### src/hdl/bmm_pkg.sv
package bmm_pkg;

  // Screen geometry of the LCD port
  localparam int unsigned SCREEN_WIDTH  = 98;
  localparam int unsigned SCREEN_HEIGHT = 67;

  // Field widths
  localparam int unsigned ADDR_W    = 16;
  localparam int unsigned BYTE_W    = 8;
  localparam int unsigned BANK_W    = 16;
  localparam int unsigned MEM_ADDR_W = 21;
  localparam int unsigned COORD_W   = 7;
  localparam int unsigned COLOR_W   = 16;
  localparam int unsigned CFG_IDX_W = 2;

  // Packed channel widths
  localparam int unsigned IN_DATA_W  = 24;
  localparam int unsigned OUT_DATA_W = 64;

  // Register indexes on the configuration port
  localparam logic [CFG_IDX_W-1:0] REG_BIOS_BANK    = 2'd0;
  localparam logic [CFG_IDX_W-1:0] REG_PROGRAM_BANK = 2'd1;
  localparam logic [CFG_IDX_W-1:0] REG_DATA_BANK    = 2'd2;

  // Bank register reset values
  localparam logic [BANK_W-1:0] BIOS_BANK_RST    = 16'he000;
  localparam logic [BANK_W-1:0] PROGRAM_BANK_RST = 16'h7202;
  localparam logic [BANK_W-1:0] DATA_BANK_RST    = 16'h78c0;

  // Bank decode masks and matches
  localparam logic [BANK_W-1:0] OTP_MASK    = 16'h9e00;
  localparam logic [BANK_W-1:0] OTP_HI      = 16'h1e00;
  localparam logic [BANK_W-1:0] VIDEO_MASK  = 16'h9f00;
  localparam logic [BANK_W-1:0] VIDEO_MATCH = 16'h0300;
  localparam logic [BANK_W-1:0] FLASH_MASK  = 16'h9c00;
  localparam logic [BANK_W-1:0] FLASH_MATCH = 16'h0400;

  // Video port read values
  localparam logic [BYTE_W-1:0] VIDEO_CTRL_RD = 8'hca;
  localparam logic [BYTE_W-1:0] VIDEO_DATA_RD = 8'hff;

  // Access kind
  localparam logic FUNC_READ  = 1'b0;
  localparam logic FUNC_WRITE = 1'b1;

  typedef enum logic [2:0] {
    TGT_NONE  = 3'd0,
    TGT_RAM   = 3'd1,
    TGT_OTP   = 3'd2,
    TGT_FLASH = 3'd3,
    TGT_VIDEO = 3'd4
  } target_t;

  // One result item
  typedef struct packed {
    target_t               target;
    logic [MEM_ADDR_W-1:0] mem_address;
    logic                  mem_write;
    logic [BYTE_W-1:0]     video_read_data;
    logic                  pixel_valid;
    logic [COORD_W-1:0]    pixel_x;
    logic [COORD_W-1:0]    pixel_y;
    logic [COLOR_W-1:0]    pixel_color;
  } result_t;

endpackage

### src/hdl/banked_memory_mapper_with_lcd_port.sv
// Banked memory mapper with an LCD port. Each input item is one CPU bus
// access (kind in in_tuser, address and data byte in in_tdata); each
// produces exactly one result item naming the target memory (in out_tuser),
// the physical address, the RAM write strobe, the fixed video read byte and,
// for the second byte of a video data write, a completed 16-bit pixel with
// its screen position. The block takes one item every cycle while out_tready
// holds; each item passes through the input register, then the result register.
// The user must write the bank registers through the cfg_ port only while no
// access is in flight; the block itself does not enforce it. Index 3 is ignored.
module banked_memory_mapper_with_lcd_port (
  input  logic                               clk,
  input  logic                               rst_n,
  // config write port
  input  logic                               cfg_we,
  input  logic [bmm_pkg::CFG_IDX_W-1:0]      cfg_index,
  input  logic [bmm_pkg::BANK_W-1:0]         cfg_wdata,
  // input channel
  input  logic                               in_tvalid,
  output logic                               in_tready,
  input  logic [bmm_pkg::IN_DATA_W-1:0]      in_tdata,   // address[15:0], write_data[23:16]
  input  logic                               in_tuser,   // func
  // result channel
  output logic                               out_tvalid,
  input  logic                               out_tready,
  // mem_address[20:0], mem_write[21], video_read_data[29:22], pixel_valid[30],
  // pixel_x[37:31], pixel_y[44:38], pixel_color[60:45], zero[63:61]
  output logic [bmm_pkg::OUT_DATA_W-1:0]     out_tdata,
  output logic [2:0]                         out_tuser   // target
);
  import bmm_pkg::*;

  // bank registers
  logic [BANK_W-1:0] bios_bank_r, program_bank_r, data_bank_r;

  // input stage
  logic              s1_valid_r;
  logic              s1_func_r;
  logic [ADDR_W-1:0] s1_addr_r;
  logic [BYTE_W-1:0] s1_data_r;

  // LCD cursor state
  logic [COORD_W-1:0] col_r, col_nxt;
  logic [COORD_W-1:0] row_r, row_nxt;
  logic               phase_r, phase_nxt;
  logic [BYTE_W-1:0]  high_byte_r, high_byte_nxt;

  // result stage
  logic    out_valid_r;
  result_t res_r, res_nxt;

  logic s1_adv;
  logic out_free;

  assign out_free  = !out_valid_r || out_tready;
  assign s1_adv    = s1_valid_r && out_free;
  assign in_tready = !s1_valid_r || out_free;

  // write bank registers
  always_ff @(posedge clk) begin
    if (!rst_n) begin
      bios_bank_r    <= BIOS_BANK_RST;
      program_bank_r <= PROGRAM_BANK_RST;
      data_bank_r    <= DATA_BANK_RST;
    end else if (cfg_we) begin
      unique case (cfg_index)
        REG_BIOS_BANK:    bios_bank_r    <= cfg_wdata;
        REG_PROGRAM_BANK: program_bank_r <= cfg_wdata;
        REG_DATA_BANK:    data_bank_r    <= cfg_wdata;
        default: ;
      endcase
    end
  end

  // decode the registered access
  logic [BANK_W-1:0]     bank;
  logic [ADDR_W-1:0]     offset;
  logic                  is_ram;
  logic                  fixed_ram;
  logic [13:0]           otp_addr;
  logic [MEM_ADDR_W-1:0] flash_addr;
  logic                  is_wr;
  logic                  pix_step;
  logic [COORD_W-1:0]    col_inc;
  logic [COORD_W-1:0]    row_tmp;

  assign is_wr     = (s1_func_r == FUNC_WRITE);
  assign fixed_ram = (s1_addr_r >= 16'h0080) && (s1_addr_r <= 16'h1fff);

  always_comb begin
    bank   = '0;
    offset = '0;
    is_ram = 1'b0;
    if (s1_addr_r[15]) begin
      bank   = {1'b0, data_bank_r[12:0], 2'b00};
      is_ram = data_bank_r[15];
      offset = {1'b0, s1_addr_r[14:0]};
    end else if (s1_addr_r[14]) begin
      bank   = {1'b0, program_bank_r[13:0], 1'b0};
      is_ram = program_bank_r[15];
      offset = {2'b00, s1_addr_r[13:0]};
    end else if (s1_addr_r[13]) begin
      bank   = bios_bank_r;
      is_ram = bios_bank_r[15];
      offset = {3'b000, s1_addr_r[12:0]};
    end
  end

  assign otp_addr   = {bank[0], 13'd0} + offset[13:0];
  assign flash_addr = {bank[7:0], 13'd0} + {6'd0, offset[14:0]};

  // build the result and the next cursor state
  always_comb begin
    res_nxt       = '0;
    pix_step      = 1'b0;
    phase_nxt     = phase_r;
    high_byte_nxt = high_byte_r;
    col_nxt       = col_r;
    row_nxt       = row_r;
    col_inc       = col_r + 7'd1;
    row_tmp       = row_r;

    if (fixed_ram) begin
      res_nxt.target      = TGT_RAM;
      res_nxt.mem_address = {5'd0, s1_addr_r};
      res_nxt.mem_write   = is_wr;
    end else if (is_ram) begin
      res_nxt.target      = TGT_RAM;
      res_nxt.mem_address = {6'd0, s1_addr_r[14:0]};
      res_nxt.mem_write   = is_wr;
    end else if ((bank & OTP_MASK) == '0 || (bank & OTP_MASK) == OTP_HI) begin
      res_nxt.target      = TGT_OTP;
      res_nxt.mem_address = {7'd0, otp_addr};
    end else if ((bank & VIDEO_MASK) == VIDEO_MATCH) begin
      res_nxt.target = TGT_VIDEO;
      if (!is_wr) begin
        res_nxt.video_read_data = s1_addr_r[0] ? VIDEO_DATA_RD : VIDEO_CTRL_RD;
      end else if (s1_addr_r[0]) begin
        pix_step = 1'b1;
      end
    end else if ((bank & FLASH_MASK) == FLASH_MATCH) begin
      res_nxt.target      = TGT_FLASH;
      res_nxt.mem_address = flash_addr;
    end

    // pair bytes into a pixel and advance the cursor
    if (pix_step) begin
      if (!phase_r) begin
        high_byte_nxt = s1_data_r;
        phase_nxt     = 1'b1;
      end else begin
        res_nxt.pixel_valid = 1'b1;
        res_nxt.pixel_x     = col_r;
        res_nxt.pixel_y     = row_r;
        res_nxt.pixel_color = {high_byte_r, s1_data_r};
        col_nxt = col_inc;
        if (col_inc >= COORD_W'(SCREEN_WIDTH)) begin
          col_nxt = '0;
          row_tmp = row_r + 7'd1;
        end
        row_nxt   = (row_tmp >= COORD_W'(SCREEN_HEIGHT)) ? '0 : row_tmp;
        phase_nxt = 1'b0;
      end
    end
  end

  // hold control state
  always_ff @(posedge clk) begin
    if (!rst_n) begin
      s1_valid_r  <= 1'b0;
      out_valid_r <= 1'b0;
      col_r       <= '0;
      row_r       <= '0;
      phase_r     <= 1'b0;
      high_byte_r <= '0;
    end else begin
      if (in_tvalid && in_tready) begin
        s1_valid_r <= 1'b1;
      end else if (s1_adv) begin
        s1_valid_r <= 1'b0;
      end
      if (s1_adv) begin
        out_valid_r <= 1'b1;
        col_r       <= col_nxt;
        row_r       <= row_nxt;
        phase_r     <= phase_nxt;
        high_byte_r <= high_byte_nxt;
      end else if (out_tready) begin
        out_valid_r <= 1'b0;
      end
    end
  end

  // capture the item and the result
  always_ff @(posedge clk) begin
    if (in_tvalid && in_tready) begin
      s1_func_r <= in_tuser;
      s1_addr_r <= in_tdata[15:0];
      s1_data_r <= in_tdata[23:16];
    end
    if (s1_adv) begin
      res_r <= res_nxt;
    end
  end

  assign out_tvalid = out_valid_r;
  assign out_tuser  = res_r.target;
  assign out_tdata  = {3'b000, res_r.pixel_color, res_r.pixel_y, res_r.pixel_x,
                       res_r.pixel_valid, res_r.video_read_data, res_r.mem_write,
                       res_r.mem_address};

endmodule

### config.mk
export PLATFORM = sky130hd
export DESIGN_NAME = banked_memory_mapper_with_lcd_port
export DESIGN_NICKNAME = d
export VERILOG_FILES = /design/src/hdl/bmm_pkg.sv /design/src/hdl/banked_memory_mapper_with_lcd_port.sv
export SDC_FILE = /design/constraint.sdc
export NUM_CORES = 1
export LEC_CHECK = 0
export BUFFER_PORTS_ARGS = -buffer_cell sky130_fd_sc_hd__buf_2
export CAP_MARGIN = 15
export CORE_ASPECT_RATIO = 0.5
export CORE_MARGIN = 1.5
export CORE_UTILIZATION = 45
export CTS_CLUSTER_SIZE = 25
export DETAILED_ROUTE_END_ITERATION = 6
export PLACE_DENSITY = 0.65
export SYNTH_ARGS = -nofsm -noshare
export SYNTH_HDL_FRONTEND = slang
export SYNTH_SLANG_ARGS = --single-unit
### constraint.sdc
create_clock -name clk -period 15.1 [get_ports clk]
set_input_delay 1.51 -clock clk [delete_from_list [all_inputs] [get_ports clk]]
set_output_delay 1.51 -clock clk [all_outputs]
set_load 0.005 [all_outputs]
==> out/metrics.yaml <==
synthTopCellsByArea: "edfxtp_1 40%, dfxtp_1 21%, nand2_1 6.4%, a21oi_1 4.8%, and3_1 4.0%"
end_kind: "flip-flop"
drv_cap: 0
path_clk_slew_ns: 0.06
crit_chain: "inv_1 > a2bb2oi_1 > a2111o_1 > nand4bb_1 > or4_1 > a21o_1 > a21oi_2"
grt_pass1_wl_mm: 20.9
port_buffers: 111
maxSlewViolCount: 0
ir_drop_mv: 0.0561
clock-sinks: 147
antenna_found_initial: 0
max_freq_mhz: 265
p_leak_nw: 2.95
hold_viol: 0
num_antenna_cells: 0
cp-startpoint: "s1_addr_r[15]$_DFFE_PP_"
start_kind: "flip-flop"
relSlewSlack_pct: 33.1
yosysMostFrequentCell: "nand2_1"
min_to: "bios_bank_r[0]$_SDFFE_PN0P_"
fill_cells: 1224
yosysTopAreaCell: "edfxtp_1"
clock_path_buffers: 2
ctsResizeCount: 0
cp_data_arrival_time_ns: 4.11
setup_viol: 0
synth_edf_count: 83
final.setup.tns_ns: 0
hold_depth: 2
grt_max_degree: 62
path_max_fanout: 21
design_area_sq_mm: 0.00742
finalClockSkew_ns: 0.0101
drive_gt1_share_pct: 22.6
drc_errors: 0
ys.flop_type: "edfxtp_1"
crit_slowest_cell: "edfxtp_1"
synthCells: 592
std_cell_rows: 30
synth_common_cells: "106 x nand2_1, 83 x edfxtp_1, 64 x dfxtp_1, 60 x a21oi_1, 40 x and3_1"
grt.total_usage_pct: 18.8
synth_cell_types: 56
crit_type: "reg -> reg"
vias: 4532
ys_seq_elements: 147
pre_cts_slack_ns: 11.43
via_per_inst: 5.19
post_dp_cell_area_sq_mm: 0.00682
ctsHoldBuffers: 0
power.density_mw_per_mm2: 122
clk-insertion-delay-late_ns: 0.41
min_period_ns: 3.77
antenna_left: 0
drt-total-wl_mm: 13.2
rsz0062_at_grt: "no"
synth-async-reset-ratio_pct: 0
ff2ff_path_depth: 7
synth_area_sq_mm: 0.00622
multi_input_area_sq_mm: 0.00221
dieWidth_microns: 169
timing.rr.end: "row_r[5]$_SDFFE_PN0P_"
grt_pass1_vias: 4110
core_sq_mm: 0.0135
gr-total-overflow: 0
drt_pass1_iterations: 5
regToRegSetupSlack_ns: 11.33
max_slew.worst_pin.slew_ns: 1.00
hp-class: "reg -> reg"
wl_per_cell_microns: 15.1
min_period_over_period_pct: 25.0
status: "complete, no violations"
root_buffer: "clkbuf_16"
cts_made_buffers: 17
dp_hpwl_mm: 8.45
seq_area_sq_mm: 0.00377
die-area_sq_mm: 0.0146
postCtsSetupBuffers: 0
initial_utilization_pct: 46.1
io_pins: 117
synth_top_area_share_pct: 40.0
area_growth_pct: 19.3
r2r-start: "s1_addr_r[15]$_DFFE_PP_"
required_ns: 15.44
nets: 738
drtIter0Drc: 276
cts_tree: "done"
die_y_microns: 86.2
synth.avg_cell_area_sq_um: 10.5
synth_seq_area_share_pct: 60.6
gp_congestion: 0.805
hold_start: "bios_bank_r[0]$_SDFFE_PN0P_"
fin_ws_ns: 11.33
cts_max_level: 4
yosysWarnings: 0
slowest_delay_ns: 0.84
per-layer routing:
| metal | global-route usage [%] | wire length [microns] | share of wire [%] |
|---|---|---|---|
| met5 | 0 | 0 | 0 |
| met3 | 4.38 | 754 | 5.7 |
| met1 | 24.9 | 6130 | 47 |
| met2 | 30.5 | 6170 | 47 |
| met4 | 6.92 | 110 | 0.84 |
cell type report:
| type | instances | area share [%] |
|---|---|---|
| clock buffer | 17 | 5.73 |
| clock inverter | 15 | 1.95 |
| sequential | 147 | 50.8 |
| inverter | 9 | 0.455 |
| timing repair buffer | 116 | 8.26 |
| tap | 176 | 2.97 |
| multi-input combinational | 394 | 29.8 |
cells by family after synthesis:
group	Yosys count	synth area share, %
other cells	1	0.0603
fa+ha+maj	5	1.01
flops	147	60.6
compound gates	102	9.67
xor+xnor	13	1.83
buf+inv	53	4.20
simple gates	261	21.0
mux	10	1.61
critical path, delay by kind of cell, from the launching register on:
family                 cells  cell delay, ns
flip-flops                 1            0.84
buffers and inverters      1            0.33
AND/OR/NAND/NOR            2            1.43
AO/OA/AOI/OAI              4            1.09
report_power, final:
| part | total (W) | switching (W) | internal (W) |
|---|---|---|---|
| logic | 0.0000530 | 0.0000312 | 0.0000218 |
| clock network | 0.000408 | 0.000176 | 0.000232 |
| registers | 0.000448 | 0.00000843 | 0.000440 |
flip-flops by register name, indices dropped and copies added (netlist names):
| register | flops |
|---|---|
| out_tdata | 55 |
| s1_addr_r | 16 |
| bios_bank_r | 14 |
| program_bank_r | 13 |
| data_bank_r | 12 |
| high_byte_r | 8 |
| s1_data_r | 8 |
| col_r | 7 |
| row_r | 7 |
| out_tuser | 3 |
| is_wr | 1 |
| out_tvalid | 1 |
| phase_r | 1 |
| s1_valid_r | 1 |
layout by cell type (no fill, tap or decap), types with 3 or more instances in the layout:
cell	count
edfxtp_1	83
mux2i_1	10
ha_1	5
buf_4	3
nand2_1	106
a2bb2oi_1	5
a21oi_1	60
xnor2_1	7
and2_1	18
xor2_1	6
nand3b_1	11
nor3_1	3
inv_1	8
buf_2	111
inv_6	6
and3_1	40
clkinv_2	3
nor2_1	35
o21ai_0	15
and3b_1	4
nor2b_1	5
conb_1	3
nand3_1	15
dfxtp_1	64
nor4_1	4
clkbuf_16	17
nand4b_1	3
worst max path at each step:
stage and to:
2_1_floorplan row_r[5]$_SDFFE_PN0P_, 3_5_place_dp row_r[1]$_SDFFE_PN0P_, 4_1_cts row_r[5]$_SDFFE_PN0P_, 6_report row_r[5]$_SDFFE_PN0P_, 5_1_grt row_r[5]$_SDFFE_PN0P_, 3_3_place_gp in_tready
per-stage QoR:
| step | instances | hold WS [ns] | total power [W] | utilization (%) |
|---|---|---|---|---|
| floorplan | 594 | 0.432 | 0.000486 | - |
| global placement | 840 | 0.439 | 0.000507 | 50.5 |
| detailed placement | 840 | 0.444 | 0.000509 | 50.5 |
| CTS | 872 | 0.452 | 0.000917 | 54.7 |
| global route | 874 | 0.465 | 0.000944 | 54.9 |
| finish | 874 | 0.453 | 0.000909 | 54.9 |
(Power assumes the default switching activity.)
